===== src/tlpt_ram.sv =====
`timescale 1ns / 1ps
// Generic single-write, single-read synchronous RAM with registered read.
module tlpt_ram #(
	parameter int WIDTH = 8,
	parameter int DEPTH = 16,
	parameter int AW    = (DEPTH > 1) ? $clog2(DEPTH) : 1
) (
	input  logic             clk,
	input  logic             we,
	input  logic [AW-1:0]    waddr,
	input  logic [WIDTH-1:0] wdata,
	input  logic             re,
	input  logic [AW-1:0]    raddr,
	output logic [WIDTH-1:0] rdata
);

	logic [WIDTH-1:0] mem [DEPTH];

	always_ff @(posedge clk) begin
		if (we) begin
			mem[waddr] <= wdata;
		end
		if (re) begin
			rdata <= mem[raddr];
		end
	end

endmodule


===== config.mk =====
export PLATFORM = sky130hd
export DESIGN_NAME = tlpt_ram
export DESIGN_NICKNAME = d
export VERILOG_FILES = /design/src/tlpt_ram.sv
export SDC_FILE = /design/constraint.sdc
export NUM_CORES = 1
export LEC_CHECK = 0
export BUFFER_PORTS_ARGS = -buffer_cell sky130_fd_sc_hd__buf_2
export CORE_MARGIN = 4
export CORE_UTILIZATION = 57
export CTS_BUF_LIST = sky130_fd_sc_hd__clkbuf_8
export DETAILED_ROUTE_END_ITERATION = 6
export HOLD_SLACK_MARGIN = 0.05
export PLACE_DENSITY = 0.78
export SLEW_MARGIN = 30
export SYNTH_ARGS = -nofsm -noshare
export SYNTH_HDL_FRONTEND = slang
export SYNTH_SLANG_ARGS = --single-unit

===== constraint.sdc =====
create_clock -name clk -period 1.72 [get_ports clk]
set_input_delay 0.258 -clock clk [delete_from_list [all_inputs] [get_ports clk]]
set_output_delay 0.258 -clock clk [all_outputs]
set_load 0.02 [all_outputs]

==> impl_metrics.prom, run 1 <==
# TYPE chip_impl_metric gauge
chip_impl_metric{name="drc",unit=""} 0
chip_impl_info{name="holdCritPathClass",value="input port to register"} 1
chip_impl_metric{name="number_of_global_route_vias_before_repair",unit=""} 2525
chip_impl_info{name="yosysTopAreaCell",value="edfxtp_1"} 1
chip_impl_info{name="synthTopCellsByArea",value="edfxtp_1 78%, mux4_2 7.8%, mux4_1 7.0%"} 1
chip_impl_info{name="timing.critical_path.to_type",value="register"} 1
chip_impl_metric{name="numCtsBuffers",unit=""} 17
chip_impl_metric{name="clock-sinks",unit=""} 136
chip_impl_info{name="leading_cell_type_in_the_layout_fill_and_taps_excluded",value="edfxtp_1"} 1
chip_impl_metric{name="dr.first_iter.drc_count",unit=""} 128
chip_impl_info{name="rr_endpoint",value="rdata[3]"} 1
chip_impl_metric{name="clk_transition_reported_paths",unit="ps"} 80
chip_impl_metric{name="drt_pre_antenna_iters",unit=""} 4
chip_impl_metric{name="placeableCoreArea",unit="um^2"} 8810
chip_impl_metric{name="worst-slew-pin-transition",unit="ps"} 403
chip_impl_metric{name="clkLatencyLatePin",unit="ps"} 420
chip_impl_metric{name="power.total",unit="mW"} 6.59
chip_impl_metric{name="synth_seq_cells",unit=""} 136
chip_impl_metric{name="peakVddDrop",unit="V"} 0.000516
chip_impl_metric{name="place_congestion",unit=""} 0.721
chip_impl_metric{name="grtUsageTotal",unit=""} 0.190
chip_impl_metric{name="layout_worst_path_cycle_share",unit=""} 0.922
chip_impl_metric{name="synthesis.instances",unit=""} 229
chip_impl_metric{name="number_of_vias_per_cell_after_detailed_routing",unit=""} 6.04
chip_impl_metric{name="finish.net_count",unit=""} 309
chip_impl_info{name="cts-root-buf",value="clkbuf_8"} 1
chip_impl_metric{name="synth.yosys.seq_area_share",unit=""} 0.781
chip_impl_metric{name="fin_ws",unit="ps"} 135
chip_impl_metric{name="vias_after_detailed_routing",unit=""} 2483
chip_impl_metric{name="routed_wirelength",unit="um"} 9470
chip_impl_metric{name="cp_data_required_time",unit="ps"} 1880
chip_impl_info{name="cts_tree",value="done"} 1
chip_impl_info{name="status",value="finished clean"} 1
chip_impl_metric{name="detailedPlace.worstSlack",unit="ps"} -120
chip_impl_metric{name="regToRegSetupSlack",unit="ps"} 130
chip_impl_info{name="worst_hold_startpoint",value="re"} 1
chip_impl_metric{name="syn-num-nets",unit=""} 248
chip_impl_metric{name="grt_max_degree",unit=""} 22
chip_impl_metric{name="fmax",unit="GHz"} 0.631
chip_impl_info{name="critical_path.reg2reg.startpoint",value="mem[1][3]"} 1
chip_impl_metric{name="timing.clock.skew",unit="ps"} 12.0
chip_impl_metric{name="floorplan.die_area",unit="um^2"} 10800
chip_impl_metric{name="number_of_placement_rows",unit=""} 34
chip_impl_metric{name="yosysTopAreaCellShare",unit=""} 0.781
chip_impl_metric{name="yosysWarnings",unit=""} 0
chip_impl_metric{name="crit_arrival",unit="ps"} 1740
chip_impl_metric{name="final_hold_viol_count",unit=""} 0
chip_impl_metric{name="synth_cell_type_count",unit=""} 18
chip_impl_metric{name="mappedNetlistArea",unit="um^2"} 5230
chip_impl_metric{name="timing.reg2reg.worst_path_depth",unit=""} 3
chip_impl_metric{name="layout-drive-gt1-share",unit=""} 0.340
chip_impl_info{name="rsz0062_at_grt",value="no"} 1
chip_impl_metric{name="cts_hold_buffers",unit=""} 0
chip_impl_metric{name="ant_cells",unit=""} 0
chip_impl_metric{name="cts_buffer_depth",unit=""} 2
chip_impl_metric{name="worstHoldPathCells",unit=""} 1
chip_impl_metric{name="critical_path.max_fanout",unit=""} 1
chip_impl_metric{name="layout-area-overhead-vs-synth",unit="%"} 15.1
chip_impl_info{name="cp-start-kind",value="register"} 1
chip_impl_metric{name="detail-route-antenna-nets",unit=""} 0
chip_impl_metric{name="cap_violations",unit=""} 0
chip_impl_metric{name="grt_overflow_total",unit=""} 0
chip_impl_metric{name="io_buffers",unit=""} 26
chip_impl_metric{name="post_cts_resized",unit=""} 0
chip_impl_metric{name="wire_per_inst",unit="um"} 23.0
chip_impl_metric{name="leak_pwr",unit="nW"} 2.04
chip_impl_metric{name="timing.final.setup_violations",unit=""} 0
chip_impl_metric{name="number_of_placed_i_o_pins",unit=""} 27
chip_impl_metric{name="final_util",unit=""} 0.683
chip_impl_metric{name="antenna_violations_before_repair",unit=""} 0
chip_impl_metric{name="slew_headroom",unit=""} 0.732
chip_impl_metric{name="initial_cell_density_of_the_core",unit=""} 0.594
chip_impl_metric{name="die_h",unit="um"} 104
chip_impl_metric{name="syn_avg_cell_area",unit="um^2"} 22.8
chip_impl_metric{name="dieWidth",unit="um"} 104
chip_impl_metric{name="fin_crit",unit="ps"} 1590
chip_impl_metric{name="h-tree-depth",unit=""} 4
chip_impl_metric{name="detailed_place_hpwl",unit="um"} 6160
chip_impl_info{name="critPathKind",value="register to register"} 1
chip_impl_metric{name="wire_length_of_the_first_global_routing_pass",unit="um"} 14800
chip_impl_metric{name="power_density_normalized_to_cell_area",unit="nW/um^2"} 1100
chip_impl_metric{name="setup_fix_bufs_post_cts",unit=""} 0
chip_impl_metric{name="report.final.slew_viol_count",unit=""} 0
chip_impl_info{name="layout.cells.most_common_list",value="136 x edfxtp_1, 26 x buf_2, 24 x buf_4"} 1
chip_impl_info{name="holdPathEnd",value="rdata[0]"} 1
final cells by class:
cell class | count | area, um^2
repair buffers | 52 | 350
flip-flops and latches | 136 | 4080
clock buffers | 17 | 234
fillers | 546 | 2790
multi-input cells | 83 | 1060
clock inverters | 15 | 151
well taps | 108 | 135
cells by family after synthesis:
kind of cell / synth area share
AND/OR/NAND/NOR: 0.0314
flip-flops: 0.781
AO/OA/AOI/OAI: 0.0230
multiplexers: 0.148
buffers and inverters: 0.0165
cell usage after synthesis:
master,number
and2b_1,1
nor3_1,4
buf_4,1
and2_1,1
nand3_1,1
mux4_1,14
nand2b_1,2
nor2_1,13
or3b_2,1
mux4_2,18
a22oi_1,16
clkdlybuf4s25_2,3
buf_2,3
nor2b_1,1
nand2_1,9
nand3b_1,2
edfxtp_1,136
buf_6,3
state kept, by name (all words and copies together) (netlist names):
signal	flops
mem	128
rdata	8
how the worst max path moves through the flow:
stage / end / cells past startpoint / slack, ps / start
2_1_floorplan: rdata[1] / 5 / 180 / raddr[0]
3_3_place_gp: rdata[1] / 5 / -100 / raddr[0]
3_5_place_dp: rdata[1] / 5 / -120 / raddr[0]
4_1_cts: rdata[3] / 3 / 160 / mem[1][3]
5_1_grt: rdata[3] / 3 / 120 / mem[1][3]
6_report: rdata[3] / 3 / 130 / mem[1][3]
routing by layer:
layer | wire length [um] | global-route usage
met1 | 4080 | 0.274
met2 | 4600 | 0.282
met3 | 644 | 0.0460
met4 | 149 | 0.0788
met5 | 0 | 0
where the power goes:
part           internal [mW]  switching (mW)
sequential              3.73          0.0197
combinational          0.156           0.208
clock                   1.28            1.20
total                   5.17            1.42
stage by stage:
| stage | instances | TNS, ps | hold slack (ps) | cell area (um^2) |
|---|---|---|---|---|
| 6_report | 411 | 0 | 209 | 6020 |
| 5_1_grt | 411 | 0 | 190 | 6020 |
| 4_1_cts | 411 | 0 | 189 | 6020 |
| 3_5_place_dp | 379 | -596 | 644 | 5630 |
| 3_3_place_gp | 379 | -353 | 634 | 5630 |
| 2_1_floorplan | 229 | 0 | 357 | 5230 |
worst max-delay path, cell delays in order, from the launching register on:
cell	delay (ps)
edfxtp_1	360
mux4_1	510
a22oi_1	340
nand2_1	110
(Power assumes the default switching activity.)
==> run 2, diff against run 1 <==
--- a/config.mk
+++ b/config.mk
@@ -11,7 +11,7 @@
 export CTS_BUF_LIST = sky130_fd_sc_hd__clkbuf_8
 export DETAILED_ROUTE_END_ITERATION = 6
 export HOLD_SLACK_MARGIN = 0.05
-export PLACE_DENSITY = 0.78
+export PLACE_DENSITY_LB_ADDON = 0.25
 export SLEW_MARGIN = 30
 export SYNTH_ARGS = -nofsm -noshare
 export SYNTH_HDL_FRONTEND = slang
==> run 2 against run 1 <==
Power down 3.6%. First-iteration DRC count up 20%. Wire length down 3.5%. Largest power group unchanged. Highest routed layer unchanged. Register-to-register slack better by 50 ps.
==> impl_metrics.prom, run 2 (synthesis results as in run 1) <==
# TYPE chip_impl_metric gauge
chip_impl_info{name="status",value="finished clean"} 1
chip_impl_metric{name="met1_routed_wirelength_after_detailed_routing",unit="um"} 3860
chip_impl_metric{name="slew_headroom",unit=""} 0.715
chip_impl_info{name="timing.critical_path.to_type",value="register"} 1
chip_impl_info{name="max_flop_register",value="mem"} 1
chip_impl_metric{name="max_stage_delay",unit="ps"} 480
chip_impl_metric{name="worstHoldPathCells",unit=""} 1
chip_impl_metric{name="grt_overflow_total",unit=""} 0
chip_impl_metric{name="h-tree-depth",unit=""} 4
chip_impl_metric{name="finalNonFillerCells",unit=""} 413
chip_impl_metric{name="number_of_vias_per_cell_after_detailed_routing",unit=""} 6.00
chip_impl_metric{name="crit_arrival",unit="ps"} 1680
chip_impl_metric{name="timing.reg2reg.worst_path_depth",unit=""} 3
chip_impl_metric{name="placedCellCount",unit=""} 381
chip_impl_metric{name="antenna_violations_before_repair",unit=""} 0
chip_impl_metric{name="critical_path.max_fanout",unit=""} 1
chip_impl_metric{name="timing.clock.skew",unit="ps"} 7.38
chip_impl_info{name="layout.cells.most_common_list",value="136 x edfxtp_1, 26 x buf_2, 26 x buf_4"} 1
chip_impl_metric{name="power_density_normalized_to_cell_area",unit="nW/um^2"} 1060
chip_impl_metric{name="layout_worst_path_cycle_share",unit=""} 0.893
chip_impl_metric{name="fin_crit",unit="ps"} 1540
chip_impl_metric{name="timing.critical_path.buf_inv",unit=""} 0
chip_impl_metric{name="place_congestion",unit=""} 0.732
chip_impl_metric{name="vias_after_detailed_routing",unit=""} 2479
chip_impl_info{name="largestRegisters",value="mem x128, rdata x8"} 1
chip_impl_metric{name="cp_data_required_time",unit="ps"} 1870
chip_impl_metric{name="cts_buffer_depth",unit=""} 2
chip_impl_metric{name="leak_pwr",unit="nW"} 2.04
chip_impl_metric{name="number_of_placement_rows",unit=""} 34
chip_impl_metric{name="clkLatencyLatePin",unit="ps"} 420
chip_impl_metric{name="clk_transition_reported_paths",unit="ps"} 70
chip_impl_metric{name="initial_cell_density_of_the_core",unit=""} 0.594
chip_impl_info{name="slowest_stage",value="mux4_2"} 1
chip_impl_metric{name="cts_hold_buffers",unit=""} 0
chip_impl_info{name="critPathKind",value="register to register"} 1
chip_impl_metric{name="clock-sinks",unit=""} 136
chip_impl_metric{name="cap_violations",unit=""} 0
chip_impl_metric{name="wire_length_of_the_first_global_routing_pass",unit="um"} 14700
chip_impl_metric{name="fmax",unit="GHz"} 0.651
chip_impl_metric{name="layout-area-overhead-vs-synth",unit="%"} 14.7
chip_impl_info{name="dr.max_layer_used",value="met4"} 1
chip_impl_info{name="cp-start-kind",value="register"} 1
chip_impl_metric{name="die_h",unit="um"} 104
chip_impl_info{name="cts-root-buf",value="clkbuf_8"} 1
chip_impl_metric{name="final_hold_viol_count",unit=""} 0
chip_impl_info{name="cts_tree",value="done"} 1
chip_impl_metric{name="worst-slew-pin-transition",unit="ps"} 425
chip_impl_metric{name="grt_max_degree",unit=""} 21
chip_impl_metric{name="timing.final.setup_violations",unit=""} 0
chip_impl_metric{name="detailroute.wirelength.met2",unit="um"} 4580
chip_impl_info{name="leading_cell_type_in_the_layout_fill_and_taps_excluded",value="edfxtp_1"} 1
chip_impl_metric{name="setup_fix_bufs_post_cts",unit=""} 0
chip_impl_metric{name="peakVddDrop",unit="V"} 0.000618
chip_impl_info{name="rsz0062_at_grt",value="no"} 1
chip_impl_metric{name="drt_pre_antenna_iters",unit=""} 5
chip_impl_metric{name="finish.net_count",unit=""} 311
chip_impl_metric{name="regToRegSetupSlack",unit="ps"} 180
chip_impl_metric{name="io_buffers",unit=""} 26
chip_impl_metric{name="placeableCoreArea",unit="um^2"} 8810
chip_impl_metric{name="detailedPlace.worstSlack",unit="ps"} -137
chip_impl_info{name="critical_path.reg2reg.startpoint",value="mem[3][7]"} 1
chip_impl_metric{name="layout-drive-gt1-share",unit=""} 0.334
chip_impl_info{name="worst_hold_startpoint",value="re"} 1
chip_impl_metric{name="numCtsBuffers",unit=""} 17
chip_impl_info{name="cell_chain_critical_path",value="mux4_2 > a22oi_1 > nand2_1"} 1
chip_impl_metric{name="number_of_placed_i_o_pins",unit=""} 27
chip_impl_metric{name="detail-route-antenna-nets",unit=""} 0
chip_impl_metric{name="report.final.slew_viol_count",unit=""} 0
chip_impl_metric{name="routed_wirelength",unit="um"} 9140
chip_impl_metric{name="wire_per_inst",unit="um"} 22.1
chip_impl_info{name="cp_top_family",value="multiplexers"} 1
chip_impl_metric{name="floorplan.die_area",unit="um^2"} 10800
chip_impl_metric{name="dr.first_iter.drc_count",unit=""} 154
chip_impl_info{name="rr_endpoint",value="rdata[7]"} 1
chip_impl_metric{name="fin_ws",unit="ps"} 183
chip_impl_info{name="holdPathEnd",value="rdata[7]"} 1
chip_impl_metric{name="detailed_place_hpwl",unit="um"} 6210
chip_impl_metric{name="dieWidth",unit="um"} 104
chip_impl_metric{name="ant_cells",unit=""} 0
chip_impl_metric{name="number_of_global_route_vias_before_repair",unit=""} 2539
chip_impl_metric{name="largest_register_ff_count",unit=""} 128
chip_impl_info{name="holdCritPathClass",value="input port to register"} 1
chip_impl_metric{name="drc",unit=""} 0
chip_impl_metric{name="grtUsageTotal",unit=""} 0.186
chip_impl_metric{name="post_cts_resized",unit=""} 0
chip_impl_metric{name="routed-wl-met3",unit="um"} 642
## run 2: cell types whose count changed in the layout (fill, tap and decap cells not counted)
cell / previous run / this run
clkinv_1: 1 / 2
bufinv_16: 2 / 1
inv_6: 2 / 1
buf_4: 24 / 26
inv_1: 0 / 2
clkinv_2: 3 / 4
clkinvlp_4: 5 / 3
## run 2: worst register-to-register path, delay by kind of cell, from the launching register on
family | cells | cell delay, ps
DFF | 1 | 370
muxes | 1 | 480
and+or+nand+nor | 1 | 150
AOI/OAI and AO/OA | 1 | 270
## run 2: layer usage
| metal | vias to the layer above | global-route usage |
|---|---|---|
| li1 | 1104 | - |
| met1 | 1292 | 0.258 |
| met2 | 77 | 0.288 |
| met3 | 6 | 0.0516 |
| met4 | 0 | 0.0655 |
| met5 | - | 0 |
## run 2: stage by stage
| step | util | setup TNS [ps] | total power [mW] | hold slack [ps] | cell area, um^2 |
|---|---|---|---|---|---|
| 6_report | 0.681 | 0 | 6.36 | 210 | 5990 |
| 5_1_grt | 0.681 | 0 | 6.61 | 182 | 5990 |
| 4_1_cts | 0.681 | 0 | 6.41 | 183 | 5990 |
| 3_5_place_dp | 0.641 | -634 | 4.20 | 632 | 5650 |
| 3_3_place_gp | 0.641 | -562 | 4.19 | 625 | 5650 |
| 2_1_floorplan | - | 0 | 4.03 | 357 | 5230 |
## run 2: cell type report
cell class	count	area, um^2
Tap cell	108	135
Fill cell	556	2810
Multi-Input combinational cell	83	1060
Timing Repair Buffer	54	365
Clock inverter	15	114
Clock buffer	17	234
Sequential cell	136	4080
## run 2: report_power, final
part	internal (mW)	total [mW]	switching [mW]	leakage [nW]
clock	1.12	2.24	1.13	0.179
sequential	3.73	3.75	0.0176	1.24
combinational	0.160	0.368	0.208	0.628
total	5.01	6.36	1.35	2.04
## run 2: how the worst max path moves through the flow
stage          endpoint      start  cells after the start  slack [ps]
2_1_floorplan  rdata[1]   raddr[0]                      5         180
3_3_place_gp   rdata[0]   raddr[0]                      5        -110
3_5_place_dp   rdata[0]   raddr[0]                      5        -140
4_1_cts        rdata[7]  mem[3][7]                      3         170
5_1_grt        rdata[7]  mem[3][7]                      3         150
6_report       rdata[7]  mem[3][7]                      3         180
